File: src/sv/pse_pkg.sv
// Shared types, codes and escape text for the packet serializer.
// No dependencies; imported by every module of the block.
package pse_pkg;

    localparam int MAX_TAG_BYTES_DEF = 8;
    localparam int QUEUE_DEPTH_DEF   = 4;

    localparam int TAG_W       = 64;
    localparam int TAG_LEN_W   = 4;
    localparam int MATCH_CNT_W = 4;
    localparam int CFG_INDEX_W = 4;
    localparam int CFG_DATA_W  = 64;
    localparam int MODE_W      = 3;
    localparam int IDX_W       = 4;

    localparam logic [TAG_W-1:0]     TAG_RESET     = 64'h0000_0000_0000_454C;
    localparam logic [TAG_LEN_W-1:0] TAG_LEN_RESET = 4'd2;

    // configuration register indexes
    localparam logic [CFG_INDEX_W-1:0] CFG_EVIDENCE_TAG     = 4'd0;
    localparam logic [CFG_INDEX_W-1:0] CFG_EVIDENCE_TAG_LEN = 4'd1;

    // input item modes
    localparam logic [MODE_W-1:0] MODE_HDR_BYTE   = 3'd0;
    localparam logic [MODE_W-1:0] MODE_HDR_END    = 3'd1;
    localparam logic [MODE_W-1:0] MODE_FIELD_BYTE = 3'd2;
    localparam logic [MODE_W-1:0] MODE_FIELD_END  = 3'd3;
    localparam logic [MODE_W-1:0] MODE_PKT_END    = 3'd4;

    localparam logic [7:0] CH_HASH    = 8'h23;
    localparam logic [7:0] CH_PERCENT = 8'h25;
    localparam logic [7:0] CH_DOLLAR  = 8'h24;
    localparam logic [7:0] CH_AMP     = 8'h26;

    typedef enum logic [2:0] {
        CMD_BYTE    = 3'd0,
        CMD_NUM     = 3'd1,
        CMD_PERCENT = 3'd2,
        CMD_DOLLAR  = 3'd3,
        CMD_AND     = 3'd4
    } cmd_kind_t;

    typedef struct packed {
        cmd_kind_t  kind;
        logic [7:0] ch;
        logic       pkt_end;
    } cmd_t;

    // index of the final byte of the run for a command
    function automatic logic [IDX_W-1:0] cmd_last_idx(input cmd_kind_t kind);
        logic [IDX_W-1:0] r;
        case (kind)
            CMD_NUM:     r = 4'd4;
            CMD_PERCENT: r = 4'd8;
            CMD_DOLLAR:  r = 4'd7;
            CMD_AND:     r = 4'd4;
            default:     r = 4'd0;
        endcase
        return r;
    endfunction

    // byte idx of an escape sequence; text is left aligned in 72 bits
    function automatic logic [7:0] esc_char(input cmd_kind_t kind,
                                            input logic [IDX_W-1:0] idx);
        logic [71:0] text;
        logic [6:0]  pos;
        case (kind)
            CMD_NUM:     text = {"<num>", 32'h0};
            CMD_PERCENT: text = "<percent>";
            CMD_DOLLAR:  text = {"<dollar>", 8'h0};
            CMD_AND:     text = {"<and>", 32'h0};
            default:     text = '0;
        endcase
        pos = 7'd71 - {idx, 3'b000};
        return text[pos -: 8];
    endfunction

endpackage

File: src/sv/pse_queue.sv
// Small command queue between the classifier and the byte emitter.
// Depends on pse_pkg for the command type.
module pse_queue import pse_pkg::*; #(
    parameter int DEPTH = QUEUE_DEPTH_DEF
) (
    input  logic aclk,
    input  logic aresetn,
    input  logic push,
    input  cmd_t wdata,
    output logic full,
    input  logic pop,
    output logic empty,
    output cmd_t rdata
);

    localparam int PTR_W = (DEPTH > 1) ? $clog2(DEPTH) : 1;
    localparam int CNT_W = $clog2(DEPTH + 1);
    localparam logic [PTR_W-1:0] LAST_PTR = PTR_W'(DEPTH - 1);

    cmd_t             mem [DEPTH];
    logic [PTR_W-1:0] wr_ptr_reg, wr_ptr_next;
    logic [PTR_W-1:0] rd_ptr_reg, rd_ptr_next;
    logic [CNT_W-1:0] count_reg, count_next;

    assign full  = (count_reg == CNT_W'(DEPTH));
    assign empty = (count_reg == '0);
    assign rdata = mem[rd_ptr_reg];

    always_comb begin
        wr_ptr_next = wr_ptr_reg;
        rd_ptr_next = rd_ptr_reg;
        count_next  = count_reg;
        if (push) begin
            wr_ptr_next = (wr_ptr_reg == LAST_PTR) ? '0 : wr_ptr_reg + 1'b1;
        end
        if (pop) begin
            rd_ptr_next = (rd_ptr_reg == LAST_PTR) ? '0 : rd_ptr_reg + 1'b1;
        end
        if (push && !pop) begin
            count_next = count_reg + 1'b1;
        end else if (pop && !push) begin
            count_next = count_reg - 1'b1;
        end
    end

    always_ff @(posedge aclk) begin
        if (!aresetn) begin
            wr_ptr_reg <= '0;
            rd_ptr_reg <= '0;
            count_reg  <= '0;
        end else begin
            wr_ptr_reg <= wr_ptr_next;
            rd_ptr_reg <= rd_ptr_next;
            count_reg  <= count_next;
        end
    end

    always_ff @(posedge aclk) begin
        if (push) begin
            mem[wr_ptr_reg] <= wdata;
        end
    end

endmodule

File: src/sv/pse_front.sv
// Input side: configuration registers, header/tag comparison and
// classification of each item into an emit command. Depends on pse_pkg.
module pse_front import pse_pkg::*; #(
    parameter int MAX_TAG_BYTES = MAX_TAG_BYTES_DEF
) (
    input  logic                   aclk,
    input  logic                   aresetn,
    input  logic                   cfg_valid,
    output logic                   cfg_ready,
    input  logic [CFG_INDEX_W-1:0] cfg_index,
    input  logic [CFG_DATA_W-1:0]  cfg_data,
    input  logic                   s_valid,
    output logic                   s_ready,
    input  logic [MODE_W-1:0]      s_mode,
    input  logic [7:0]             s_data_char,
    input  logic                   q_full,
    output logic                   q_push,
    output cmd_t                   q_wdata
);

    logic [TAG_W-1:0]       tag_reg;
    logic [TAG_LEN_W-1:0]   tag_len_reg;
    logic [MATCH_CNT_W-1:0] match_cnt_reg, match_cnt_next;
    logic                   still_match_reg, still_match_next;
    logic                   evidence_reg, evidence_next;

    logic       accept;
    logic       len_ok;
    logic [7:0] tag_byte;
    logic       emits;

    assign cfg_ready = 1'b1;
    assign s_ready   = !q_full;
    assign accept    = s_valid && s_ready;
    assign len_ok    = (tag_len_reg <= TAG_LEN_W'(MAX_TAG_BYTES));
    assign tag_byte  = tag_reg[{match_cnt_reg[2:0], 3'b000} +: 8];

    always_comb begin
        match_cnt_next   = match_cnt_reg;
        still_match_next = still_match_reg;
        evidence_next    = evidence_reg;
        emits            = 1'b1;
        q_wdata.kind     = CMD_BYTE;
        q_wdata.ch       = s_data_char;
        q_wdata.pkt_end  = 1'b0;
        case (s_mode)
            MODE_HDR_BYTE: begin
                if (still_match_reg && len_ok &&
                    (match_cnt_reg < MATCH_CNT_W'(tag_len_reg))) begin
                    if (tag_byte == s_data_char) begin
                        match_cnt_next = match_cnt_reg + 1'b1;
                    end else begin
                        still_match_next = 1'b0;
                    end
                end else begin
                    still_match_next = 1'b0;
                end
            end
            MODE_HDR_END: begin
                evidence_next = still_match_reg && len_ok &&
                                (match_cnt_reg == MATCH_CNT_W'(tag_len_reg));
                q_wdata.ch = CH_HASH;
            end
            MODE_FIELD_BYTE: begin
                if (s_data_char == CH_HASH) begin
                    q_wdata.kind = CMD_NUM;
                end else if (s_data_char == CH_PERCENT) begin
                    q_wdata.kind = CMD_PERCENT;
                end else if (s_data_char == CH_DOLLAR) begin
                    q_wdata.kind = CMD_DOLLAR;
                end else if (s_data_char == CH_AMP && !evidence_reg) begin
                    q_wdata.kind = CMD_AND;
                end
            end
            MODE_FIELD_END: begin
                q_wdata.ch = CH_HASH;
            end
            MODE_PKT_END: begin
                q_wdata.ch       = CH_PERCENT;
                q_wdata.pkt_end  = 1'b1;
                match_cnt_next   = '0;
                still_match_next = 1'b1;
                evidence_next    = 1'b0;
            end
            default: begin
                emits = 1'b0;   // unused modes: no output, no state change
            end
        endcase
    end

    assign q_push = accept && emits;

    always_ff @(posedge aclk) begin
        if (!aresetn) begin
            tag_reg         <= TAG_RESET;
            tag_len_reg     <= TAG_LEN_RESET;
            match_cnt_reg   <= '0;
            still_match_reg <= 1'b1;
            evidence_reg    <= 1'b0;
        end else begin
            if (cfg_valid && cfg_ready) begin
                if (cfg_index == CFG_EVIDENCE_TAG) begin
                    tag_reg <= cfg_data;
                end else if (cfg_index == CFG_EVIDENCE_TAG_LEN) begin
                    tag_len_reg <= cfg_data[TAG_LEN_W-1:0];
                end
            end
            if (accept) begin
                match_cnt_reg   <= match_cnt_next;
                still_match_reg <= still_match_next;
                evidence_reg    <= evidence_next;
            end
        end
    end

endmodule

File: src/sv/pse_back.sv
// Output side: expands queued commands into bytes, one per cycle while
// m_ready does not stall it, into the output register. Depends on pse_pkg.
module pse_back import pse_pkg::*; (
    input  logic       aclk,
    input  logic       aresetn,
    input  logic       q_empty,
    input  cmd_t       q_rdata,
    output logic       q_pop,
    output logic       m_valid,
    input  logic       m_ready,
    output logic [7:0] m_out_char,
    output logic       m_last_of_run,
    output logic       m_packet_end
);

    logic [IDX_W-1:0] idx_reg, idx_next;
    logic             m_valid_reg;
    logic [7:0]       m_out_char_reg;
    logic             m_last_reg;
    logic             m_pkt_end_reg;

    logic       load;
    logic       is_last;
    logic [7:0] ch;

    assign load    = (!m_valid_reg || m_ready) && !q_empty;
    assign is_last = (q_rdata.kind == CMD_BYTE) ||
                     (idx_reg == cmd_last_idx(q_rdata.kind));
    assign ch      = (q_rdata.kind == CMD_BYTE) ? q_rdata.ch
                                                : esc_char(q_rdata.kind, idx_reg);
    assign q_pop   = load && is_last;

    always_comb begin
        idx_next = idx_reg;
        if (load) begin
            idx_next = is_last ? '0 : idx_reg + 1'b1;
        end
    end

    always_ff @(posedge aclk) begin
        if (!aresetn) begin
            idx_reg     <= '0;
            m_valid_reg <= 1'b0;
        end else begin
            idx_reg <= idx_next;
            if (load) begin
                m_valid_reg <= 1'b1;
            end else if (m_ready) begin
                m_valid_reg <= 1'b0;
            end
        end
    end

    always_ff @(posedge aclk) begin
        if (load) begin
            m_out_char_reg <= ch;
            m_last_reg     <= is_last;
            m_pkt_end_reg  <= is_last && q_rdata.pkt_end;
        end
    end

    assign m_valid       = m_valid_reg;
    assign m_out_char    = m_out_char_reg;
    assign m_last_of_run = m_last_reg;
    assign m_packet_end  = m_pkt_end_reg;

endmodule

File: src/sv/packet_serializer_escape.sv
// Top level of the packet serializer with field escaping.
// Depends on pse_pkg, pse_front, pse_queue and pse_back.
//
// Usage:
//  - Input channel (s_valid/s_ready, s_mode, s_data_char): one item per
//    header byte, header end, field byte, field end or packet end.
//  - Result channel (m_valid/m_ready, m_out_char, m_last_of_run,
//    m_packet_end): the serialized bytes of each item; m_last_of_run marks the
//    final byte caused by an input item, m_packet_end the closing '%'.
//  - Config channel (cfg_valid/cfg_ready, cfg_index, cfg_data): index 0 is
//    the evidence tag, index 1 its length. Always ready; write only while
//    the block is idle.
//  - Path: an accepted item is stored in the command queue; the emitter then registers each of its bytes onto m_*.
//  - Throughput: one item per cycle for items that give one byte, while
//    m_ready holds and the queue has room; an escaped field byte expands to
//    5, 8 or 9 bytes, one byte per cycle, stepped by the emitter's counter.
//  - The input keeps accepting while the result waits, until the
//    QUEUE_DEPTH command queue fills; then s_ready drops.
//  - Reset (aresetn low, synchronous) empties the queue, drops m_valid,
//    restores the tag registers and clears the header comparison.
module packet_serializer_escape import pse_pkg::*; #(
    parameter int MAX_TAG_BYTES = MAX_TAG_BYTES_DEF,
    parameter int QUEUE_DEPTH   = QUEUE_DEPTH_DEF
) (
    input  logic                   aclk,
    input  logic                   aresetn,
    input  logic                   cfg_valid,
    output logic                   cfg_ready,
    input  logic [CFG_INDEX_W-1:0] cfg_index,
    input  logic [CFG_DATA_W-1:0]  cfg_data,
    input  logic                   s_valid,
    output logic                   s_ready,
    input  logic [MODE_W-1:0]      s_mode,
    input  logic [7:0]             s_data_char,
    output logic                   m_valid,
    input  logic                   m_ready,
    output logic [7:0]             m_out_char,
    output logic                   m_last_of_run,
    output logic                   m_packet_end
);

    logic q_push, q_pop, q_full, q_empty;
    cmd_t q_wdata, q_rdata;

    pse_front #(
        .MAX_TAG_BYTES(MAX_TAG_BYTES)
    ) u_front (
        .aclk        (aclk),
        .aresetn     (aresetn),
        .cfg_valid   (cfg_valid),
        .cfg_ready   (cfg_ready),
        .cfg_index   (cfg_index),
        .cfg_data    (cfg_data),
        .s_valid     (s_valid),
        .s_ready     (s_ready),
        .s_mode      (s_mode),
        .s_data_char (s_data_char),
        .q_full      (q_full),
        .q_push      (q_push),
        .q_wdata     (q_wdata)
    );

    pse_queue #(
        .DEPTH(QUEUE_DEPTH)
    ) u_queue (
        .aclk    (aclk),
        .aresetn (aresetn),
        .push    (q_push),
        .wdata   (q_wdata),
        .full    (q_full),
        .pop     (q_pop),
        .empty   (q_empty),
        .rdata   (q_rdata)
    );

    pse_back u_back (
        .aclk          (aclk),
        .aresetn       (aresetn),
        .q_empty       (q_empty),
        .q_rdata       (q_rdata),
        .q_pop         (q_pop),
        .m_valid       (m_valid),
        .m_ready       (m_ready),
        .m_out_char    (m_out_char),
        .m_last_of_run (m_last_of_run),
        .m_packet_end  (m_packet_end)
    );

endmodule
File: config.mk
export PLATFORM = sky130hd
export DESIGN_NAME = packet_serializer_escape
export DESIGN_NICKNAME = d
export VERILOG_FILES = /design/src/sv/pse_pkg.sv /design/src/sv/pse_queue.sv /design/src/sv/pse_front.sv /design/src/sv/pse_back.sv /design/src/sv/packet_serializer_escape.sv
export SDC_FILE = /design/constraint.sdc
export NUM_CORES = 1
export LEC_CHECK = 0
export BUFFER_PORTS_ARGS = -buffer_cell sky130_fd_sc_hd__buf_2
export CORE_MARGIN = 2
export CORE_UTILIZATION = 56
export CTS_CLUSTER_DIAMETER = 60
export DETAILED_ROUTE_END_ITERATION = 7
export PLACE_DENSITY = 0.78
export SYNTH_ARGS = -nofsm -noshare
export SYNTH_HDL_FRONTEND = slang
export SYNTH_SLANG_ARGS = --single-unit
export TNS_END_PERCENT = 10
File: constraint.sdc
create_clock -name aclk -period 6.2 [get_ports aclk]
set_clock_uncertainty 0.05 [all_clocks]
set_input_delay 0.31 -clock aclk [delete_from_list [all_inputs] [get_ports aclk]]
set_output_delay 0.31 -clock aclk [all_outputs]
set_load 0.02 [all_outputs]
### Word-level counts from Yosys, hierarchy flattened

Memories as Yosys holds them, arrays and structs flattened. A register that Yosys moved wholly into a read port is not among the register bits.
Index checks and enable logic that the tools add are counted.

| storage, ports and cells | value |
|---|---|
| register bits after elaboration | 96 |
| RAM bits | 48 |
| input bits | 84 |
| output and inout bits | 13 |
| word-level logic and storage cells | 112 |
| memories | 1 |

| operators by class | value |
|---|---|
| add/subtract/negate cells | 7 |
| $lt $le $gt $ge | 2 |
| eq/ne operators | 22 |
| shift-type cells | 2 |
| muxes and demuxes | 29 |
| bitwise operators | 1 |
| reduce and logical (&&, ||, !) cells | 35 |

Memories:

| name | depth | bits a word | rd ports | clocked after memory_dff | wr ports | line | source |
|---|---|---|---|---|---|---|---|
| u_queue.mem | 4 | 12 | 1 | 1 | 1 | pse_queue.sv:20 | `cmd_t mem [DEPTH];` |

Operator list:

| operator | count |
|---|---|
| $pmux W70 S4 | 1 |
| $shiftx A79 B8 Y8 | 1 |
| $shiftx A64 B7 Y8 | 1 |
| $eq A8 B6 Y1 const B | 4 |
| $mux W3 | 7 |
| $pmux W8 S2 | 1 |
| $eq A3 B2 Y1 const B | 4 |
| $mux W4 | 3 |
| $pmux W4 S3 | 1 |
| $logic_and A1 B1 Y1 | 11 |
| $eq A3 B3 Y1 const B | 3 |
| $logic_not A3 Y1 | 3 |
| $add A4 B1 Y4 const B | 2 |
| $eq A4 B4 Y1 | 2 |
| $eq A8 B8 Y1 | 1 |
| $mux W1 | 8 |
| $mux W2 | 4 |
| $mux W8 | 1 |
| $pmux W4 S2 | 1 |
| $reduce_bool A2 Y1 | 4 |
| $sub A7 B7 Y7 const A | 1 |
| $eq A3 B1 Y1 const B | 2 |
| $logic_not A1 Y1 | 6 |
| $reduce_and A3 Y1 | 2 |
| 17 further kinds | 24 |

### Logic depth before layout (Yosys ltp)

Gate-level depths: netlist of the first run.

| logic depth | value |
|---|---|
| depth after elaboration | 9 |
| mapped depth | 13 |
| mapped depth without buffers | 12 |

### Modules after synthesis

Synthesis of the first run repeated with hierarchy kept, for this count alone.

| unflattened totals | value |
|---|---|
| cell total of the unflattened synthesis | 675 |
| area, all modules | 7065.5 um2 |

By module, submodules not included:

| module | times used | cells an instance | area each (um2) | sequential area each (um2) |
|---|---|---|---|---|
| pse_front | 1 | 433 | 3717.3 | 1481.4 |
| pse_queue | 1 | 106 | 2193.4 | 1621.6 |
| pse_back | 1 | 136 | 1154.9 | 400.4 |

### Worst setup path before layout of the first run

Ideal clock, no wire load.

| path | value |
|---|---|
| path type | reg-to-reg |
| start | register with a tool-made name |
| end | register u_queue.count_reg[2] |
| data arrival time | 3.043 ns |
| slack | 3.032 ns |
| stages on the path, launching flop included | 14 |
| period minus slack after synthesis | 3.168 ns |
| cells stage by stage | dfxtp_1 > buf_6 > mux4_2 > nand2b_1 > a211oi_1 > o31a_4 > nor2_1 > inv_1 > ha_1 > inv_1 > fa_1 > xor2_1 > or3_1 > a21boi_0 |

RTL lines:

| item | line | source |
|---|---|---|
| end signal: assignment | pse_queue.sv:54 | `count_reg <= count_next;` |
| end: declaration | pse_queue.sv:23 | `logic [CNT_W-1:0] count_reg, count_next;` |

==> results of run 1 <==
layout by cell type, fill, tap and decap left out, drive strengths merged, types with 6 or more instances in the layout:
cell type	instances
a21boi	49
a21oi	32
and2	10
buf	98
clkbuf	23
clkinv	6
dfxtp	88
edfxtp	58
ha	13
inv	21
mux2i	17
mux4	28
nand2	159
nand2b	10
nand3	17
nand4	6
nor2	15
nor2b	11
nor3	6
nor4	7
o21ai	19
xnor2	7
xor2	8
critical path, cell delays in order (launching register included):
cell and delay [ns]:
dfxtp_1 0.78, mux4_2 0.79, or3b_4 0.47, a21oi_2 0.15, o31a_4 0.20, nor2_1 0.07, inv_1 0.08, ha_1 0.18
inv_1 0.07, fa_1 0.38, xor2_1 0.17, or3_1 0.30, a21boi_0 0.19
worst min-delay path by stage:
stage | from | to | slack [ns] | depth (start not counted)
CTS | cfg_data[10] | u_front.tag_reg[10] | 0.04 | 3
global route | cfg_data[14] | u_front.tag_reg[14] | 0.06 | 3
global placement | u_front.tag_reg[12] | u_front.tag_reg[12] | 0.39 | 2
floorplan | u_front.tag_reg[18] | u_front.tag_reg[18] | 0.38 | 2
finish | cfg_data[10] | u_front.tag_reg[10] | 0.06 | 3
detailed placement | u_front.tag_reg[15] | u_front.tag_reg[15] | 0.40 | 2
final cells by class:
| cell class | count | area [um2] |
|---|---|---|
| clock buffers | 23 | 490.5 |
| clock inverters | 9 | 101.3 |
| fillers | 967 | 3960 |
| inverters | 20 | 77.57 |
| multi-input cells | 470 | 3271 |
| flip-flops and latches | 146 | 3503 |
| well taps | 168 | 210.2 |
| repair buffers | 98 | 498.0 |
cells by family (layout without fill, tap and decap cells):
family                     after synthesis  after routing  share of synthesized area (%)
and+or+nand+nor                        265            265                          17.45
adders and majority gates               15             15                          2.745
xor gates and xnor gates                15             15                          1.871
buffers and inverters                   63            150                          3.636
muxes                                   45             45                          11.83
other                                    1              1                        0.05342
AOI/OAI and AO/OA                      129            129                          12.51
DFF                                    146            146                          49.90
per-stage QoR:
| step | instance area [um2] | instances |
|---|---|---|
| floorplan | 7020 | 679 |
| global placement | 7560 | 902 |
| detailed placement | 7560 | 902 |
| CTS | 8152 | 934 |
| global route | 8152 | 934 |
| finish | 8152 | 934 |
metal layers:
layer | routed length [um] | vias to the layer above | share of wire (%) | track usage, %
met3 | 650 | 25 | 4.3 | 5.021
met5 | 0 | - | 0 | 0
met4 | 317 | 0 | 2.1 | 9.921
li1 | - | 2579 | - | -
met2 | 8164 | 144 | 53 | 43.70
met1 | 6128 | 2550 | 40 | 28.13
where the power goes:
group / switching (W) / internal [W]
Combinational: 0.000414 / 0.000273
Sequential: 0.0000624 / 0.00111
Clock: 0.000384 / 0.000637
==> impl_metrics.toml, run 1 <==
[power]
peakVddDrop_uv = 237.4
powerDensity_mw_per_mm2 = 352.8
p_leak_nw = 3.029
p_total_w = 0.002876

[die]
io_pins = 97
start_util_pct = 57.96
die_w_um = 116.0
rows = 40
die_y_um = 116.0
core-area_mm2 = 0.01211
dieArea_mm2 = 0.01345

[layout]
area_growth_pct = 16.11
largest_reg_flops = 64
post-route-util_pct = 67.30
num_antenna_cells = 0
drive_gt1_share_pct = 21.02
layout.nets = 851

[clock_tree]
cts_tree = "built"
numCtsBuffers = 17
hold_buffers = 0
clock_path_buffers = 2
root_buffer = "clkbuf_16"
htree_levels = 4
cts.clk_slew.worst_paths_ns = 0.06
ctsResizeCount = 0
cts_sinks = 146
clk_latency_ns = 0.42
post-cts-setup-buffer-count = 0

[setup_path]
worstSetupPathType = "reg -> reg"
cp-start-kind = "flip-flop"
worstPathMaxFanout = 21
worstPathRequired_ns = 6.48
reg2reg_to = "u_queue.count_reg[2]"
arrival_ns = 4.27
end_kind = "flip-flop"
reg2regPathDepth = 12
rrSetupSlack_ns = 2.21
setup.worst_path.end = "u_queue.count_reg[2]"

[grt]
grt_pass1_vias = 5117
grt_pass1_wl_um = 24880
grt_max_degree = 76
antenna_found_initial = 0
overflow = 0
grt_usage_pct = 24.23

[routing]
drcViolationCount = 0
first_pass_iters = 5
drtIter0Drc = 471
wl_per_cell_um = 16.34
ant_nets = 0
wl_um = 15260
vias = 5298
routed_via_density = 5.672

[sta]
hold_viol_final = 0
slew_headroom_pct = 21.94
fin_ws_ns = 2.210
final.setup.tns_ns = 0
worstMarginPinSlew_ns = 1.171
rsz0062_at_grt = "no"
maxSlewViolCount = 0
fmax_mhz = 250.6
fin_crit_ns = 3.990
setup_viol = 0
holdWs_ns = 0.05631
period_share_pct = 64.36

[logic_synthesis]
ys_async_sr_fraction_pct = 0
yosysTopAreaCell = "dfxtp_1"
synth_top_cells_by_count = "nand2_1 (159), dfxtp_1 (88), edfxtp_1 (58)"
post-synth-top-count-cell = "nand2_1"
synth_area_mm2 = 0.007020
netlist_instances = 679
synth-seq-cells = 146
ys_seq_area_share_pct = 49.90
synth_area_leaders = "dfxtp_1 (25%), edfxtp_1 (25%), nand2_1 (8.5%)"
synth_cell_type_count = 61
synth_top_flop_cell = "dfxtp_1"
syn_area_per_cell_um2 = 10.34
synth_edf_count = 58
ys_warn_count = 0
synth_nets = 777
synth_top_area_share_pct = 25.09

[worst_hold_path]
holdCritPathClass = "in -> reg"

[placed_design]
portBuffers = 95
gp_congestion = 0.8829
dp_slack_ns = 2.260
dp_hpwl_um = 10600

[outcome]
status = "finished, final reports clean"

[flow_run]
cap_violations = 0
Note: power is estimated with default switching activity, not from simulation.
==> run 2, diff against run 1 <==
==> constraint.sdc (replaced) <==
create_clock -name aclk -period 3.85 [get_ports aclk]
set_clock_uncertainty 0.05 [all_clocks]
set_input_delay 0.1925 -clock aclk [delete_from_list [all_inputs] [get_ports aclk]]
set_output_delay 0.1925 -clock aclk [all_outputs]
set_load 0.02 [all_outputs]
==> impl_metrics.toml, run 2 (synthesized netlist as in run 1, its figures left out) <==
[outcome]
status = "finished, final reports clean"

[die]
io_pins = 97
dieArea_mm2 = 0.01345
start_util_pct = 57.96
rows = 40
die_y_um = 116.0
core-area_mm2 = 0.01211
die_w_um = 116.0

[routing]
wl_um = 17390
vias = 5727
first_pass_iters = 6
drtIter0Drc = 567
wl_per_cell_um = 17.31
ant_nets = 0
routed_via_density = 5.699
drcViolationCount = 0

[grt]
grt_pass1_vias = 5705
grt_usage_pct = 27.15
grt_max_degree = 75
grt_pass1_wl_um = 27550
antenna_found_initial = 1
overflow = 0

[sta]
fin_ws_ns = 0.2692
rsz0062_at_grt = "no"
period_share_pct = 93.01
slew_headroom_pct = 18.49
fmax_mhz = 279.3
hold_viol_final = 0
maxSlewViolCount = 0
worstMarginPinSlew_ns = 1.223
final.setup.tns_ns = 0
setup_viol = 0
fin_crit_ns = 3.581

[layout]
most-common-layout-cells = "nand2_1 (159), buf_2 (95), dfxtp_1 (88)"
fillerInstances = 852
area_growth_pct = 26.22
post-route-util_pct = 73.16
drive_gt1_share_pct = 19.64
instances_no_fill = 1005
design_area_mm2 = 0.008861
layout_commonest_cell = "nand2_1"
multi_input_comb_area_mm2 = 0.003271
layout.nets = 920
largest_reg_flops = 64
regArea_mm2 = 0.003503

[clock_tree]
cts_tree = "built"
htree_levels = 4
clock_path_buffers = 2
ctsResizeCount = 0
cts.clk_slew.worst_paths_ns = 0.06
numCtsBuffers = 17
cts_sinks = 146
root_buffer = "clkbuf_16"
post-cts-setup-buffer-count = 0
hold_buffers = 65
clk_latency_ns = 0.42

[placed_design]
place_area_mm2 = 0.007590
dp_slack_ns = 0.2963
dp_hpwl_um = 10740
portBuffers = 95
dp_cells = 906
gp_congestion = 0.9240

[setup_path]
worstPathMaxFanout = 21
end_kind = "flip-flop"
cp-start-kind = "flip-flop"
crit_path_frequent_cell = "inv_1"
cp_num_buf_inv = 2
slowest_stage = "mux4_2"
crit_chain = "mux4_2 -> or3b_4 -> a21oi_2 -> o31a_4 -> nor2_1 -> inv_1 -> ha_1 -> inv_1 -> fa_1 -> xor2_1 -> or3_1 -> a21boi_0"
reg2regPathDepth = 12
cp_top_family = "simple AND/OR/NAND/NOR gates"
slowest_delay_ns = 0.75
arrival_ns = 3.88
critical_path_cell_count = 12
worstSetupPathType = "reg -> reg"
worstPathRequired_ns = 4.15

[worst_hold_path]
hold_path.startpoint = "s_data_char[1]"
holdCritPathClass = "in -> reg"
whs_path_depth = 2

[power]
p_leak_nw = 3.306
powerDensity_mw_per_mm2 = 536.7
peakVddDrop_uv = 349.8

[flow_run]
cap_violations = 0
==> run 2: per-stage QoR <==
stage	hold slack [ns]	power [W]
2_1_floorplan	0.2665	0.002717
3_3_place_gp	0.3620	0.002961
5_1_grt	0.1463	0.004965
6_report	0.1340	0.004756
3_5_place_dp	0.3757	0.003005
4_1_cts	0.1163	0.004766
==> run 2: cell type report <==
class                      instances  area share, %
multi-input combinational        470          36.91
inverter                          20         0.8755
sequential                       146          39.54
tap                              168          2.372
timing repair buffer             167          13.30
clock inverter                    14          2.104
antenna                            2        0.05648
clock buffer                      18          4.843
==> run 2: worst reg2reg max path, delay by kind of cell, from the launching register on <==
family                   cells  cell delay (ns)
AO/OA/AOI/OAI                3             0.52
XOR/XNOR                     1             0.18
adder cells (fa/ha/maj)      2             0.55
buffers and inverters        2             0.14
flip-flops                   1             0.47
multiplexers                 1             0.75
AND/OR/NAND/NOR              3             0.85
==> run 2: path summary, 6_finish.rpt <==
kind	slack [ns]	to
setup / recovery	0.27	u_queue.count_reg[2]
hold / removal	0.13	u_queue.mem[2][10]
setup reg to reg	0.27	u_queue.count_reg[2]
hold reg to reg	0.41	u_front.tag_reg[19]
==> run 2: metal layers <==
layer / vias to the layer above / global-route usage [%] / part of all wire (%)
li1: 2714 / - / -
met1: 2742 / 29.09 / 38
met2: 210 / 50.33 / 54
met3: 61 / 5.073 / 4.5
met4: 0 / 14.76 / 4.1
met5: - / 0 / 0
==> run 2: report_power, final <==
| part | leakage, nW | total, W | internal [W] | switching, W |
|---|---|---|---|---|
| Combinational | 1.77 | 0.00118 | 0.000488 | 0.000691 |
| Clock | 0.284 | 0.00171 | 0.00108 | 0.000633 |
| Sequential | 1.26 | 0.00187 | 0.00178 | 0.0000861 |
| Total | 3.31 | 0.00476 | 0.00335 | 0.00141 |
==> run 3, diff against run 2 <==
--- a/config.mk
+++ b/config.mk
@@ -10,6 +10,7 @@
 export CORE_UTILIZATION = 56
 export CTS_CLUSTER_DIAMETER = 60
 export DETAILED_ROUTE_END_ITERATION = 7
+export MAX_ROUTING_LAYER = met4
 export PLACE_DENSITY = 0.78
 export SYNTH_ARGS = -nofsm -noshare
 export SYNTH_HDL_FRONTEND = slang
==> impl_metrics.toml, run 3 (synthesized netlist as in run 1, its figures left out) <==
[outcome]
status = "finished, final reports clean"

[worst_hold_path]
holdCritPathClass = "in -> reg"
whs_path_depth = 3
min_to = "u_front.tag_reg[30]"
hold_path.startpoint = "cfg_data[30]"

[routing]
drcViolationCount = 0
first_pass_iters = 5
ant_nets = 0
drtIter0Drc = 436
routed_via_density = 5.610
wl_um = 16920
wl_per_cell_um = 16.92
vias = 5610

[grt]
grtUsageMet1_pct = 30.02
grt_pass1_wl_um = 27080
grt_pass1_vias = 5563
grt_max_degree = 75
use_met2_pct = 48.85
met3_usage_pct = 3.923
grt_usage_pct = 27.30
grt.busiest_layer = "met2"
overflow = 0
antenna_found_initial = 0

[layout]
layout.nets = 916
area_growth_pct = 25.61
largest_reg_flops = 64
design_area_mm2 = 0.008818
drive_gt1_share_pct = 19.61
layout_commonest_cell = "nand2_1"
most-common-layout-cells = "nand2_1 (159), buf_2 (95), dfxtp_1 (88)"
instances_no_fill = 1000

[setup_path]
cp-start-kind = "flip-flop"
reg2regPathDepth = 12
rrSetupSlack_ns = 0.29
worstSetupPathType = "reg -> reg"
worstPathRequired_ns = 4.15
reg2reg_to = "u_queue.count_reg[2]"
worstPathMaxFanout = 21
arrival_ns = 3.86
end_kind = "flip-flop"

[die]
die_y_um = 116.0
dieArea_mm2 = 0.01345
io_pins = 97
start_util_pct = 57.96
rows = 40
core-area_mm2 = 0.01211
die_w_um = 116.0

[clock_tree]
hold_buffers = 61
ctsResizeCount = 0
post-cts-setup-buffer-count = 0
root_buffer = "clkbuf_16"
cts.clk_slew.worst_paths_ns = 0.06
clk_latency_ns = 0.42
numCtsBuffers = 17
clock_path_buffers = 2
cts_tree = "built"
htree_levels = 4
cts_sinks = 146

[sta]
setup_viol = 0
fin_crit_ns = 3.564
hold_viol_final = 0
final.setup.tns_ns = 0
rsz0062_at_grt = "no"
maxSlewViolCount = 0
slew_headroom_pct = 20.02
holdWs_ns = 0.006337
period_share_pct = 92.57
fmax_mhz = 280.6
worstMarginPinSlew_ns = 1.200

[power]
peakVddDrop_uv = 311.3
p_leak_nw = 3.299
powerDensity_mw_per_mm2 = 540.0

[placed_design]
portBuffers = 95
dp_cells = 906
gp_congestion = 0.9324
dp_hpwl_um = 10660
place_area_mm2 = 0.007590

[flow_run]
cap_violations = 0
-- run 3: changes by cell type in the layout (fill, tap and decap cells not counted), sizes merged --
cell         previous run  this run
dlygate4sd3            65        61
clkbuf                 18        17
clkinv                  5         9
clkinvlp                5         2
diode                   2         1
-- run 3: area by class of cell --
class	count	area, um2
Antenna cell	1	2.502
Clock buffer	17	425.4
Clock inverter	15	190.2
Fill cell	838	3293
Inverter	20	77.57
Multi-Input combinational cell	470	3271
Sequential cell	146	3503
Tap cell	168	210.2
Timing Repair Buffer	163	1139
-- run 3: worst max-delay path by stage --
stage                    from                    to  slack, ns  cells past startpoint
global route        flip-flop  u_queue.count_reg[2]        0.1                     12
detailed placement  flip-flop  u_queue.count_reg[2]       0.35                     12
finish              flip-flop  u_queue.count_reg[2]       0.29                     12
CTS                 flip-flop  u_queue.count_reg[2]       0.27                     12
floorplan           flip-flop  u_queue.count_reg[2]       0.68                     13
global placement    flip-flop  u_queue.count_reg[2]       0.42                     12
-- run 3: routing by layer --
metal | routed length, um | vias up
li1 | - | 2710
met1 | 6585 | 2700
met2 | 9134 | 162
met3 | 666 | 38
met4 | 534 | 0
met5 | 0 | -
-- run 3: metrics by stage --
| stage | util [%] | total power (W) | setup WS [ns] |
|---|---|---|---|
| after global placement | 62.67 | 0.002967 | 0.4173 |
| final | 72.81 | 0.004762 | 0.2860 |
| after global routing | 72.79 | 0.004949 | 0.09805 |
| after floorplan | - | 0.002717 | 0.6818 |
| after CTS | 72.79 | 0.004766 | 0.2720 |
| after detailed placement | 62.67 | 0.003007 | 0.3510 |
-- run 3: worst max-delay path, cell delays in order (launching register included) --
cell and delay, ns:
dfxtp_1 0.46, mux4_2 0.75, or3b_4 0.48, a21oi_2 0.14, o31a_4 0.20, nor2_1 0.07, inv_1 0.08, ha_1 0.19
inv_1 0.07, fa_1 0.37, xor2_1 0.17, or3_1 0.30, a21boi_0 0.16
-- run 3: report_power, final --
group | total (W) | internal (W) | switching, W
logic | 0.00119 | 0.000485 | 0.000702
registers | 0.00186 | 0.00178 | 0.0000846
clock network | 0.00171 | 0.00108 | 0.000633
total | 0.00476 | 0.00334 | 0.00142
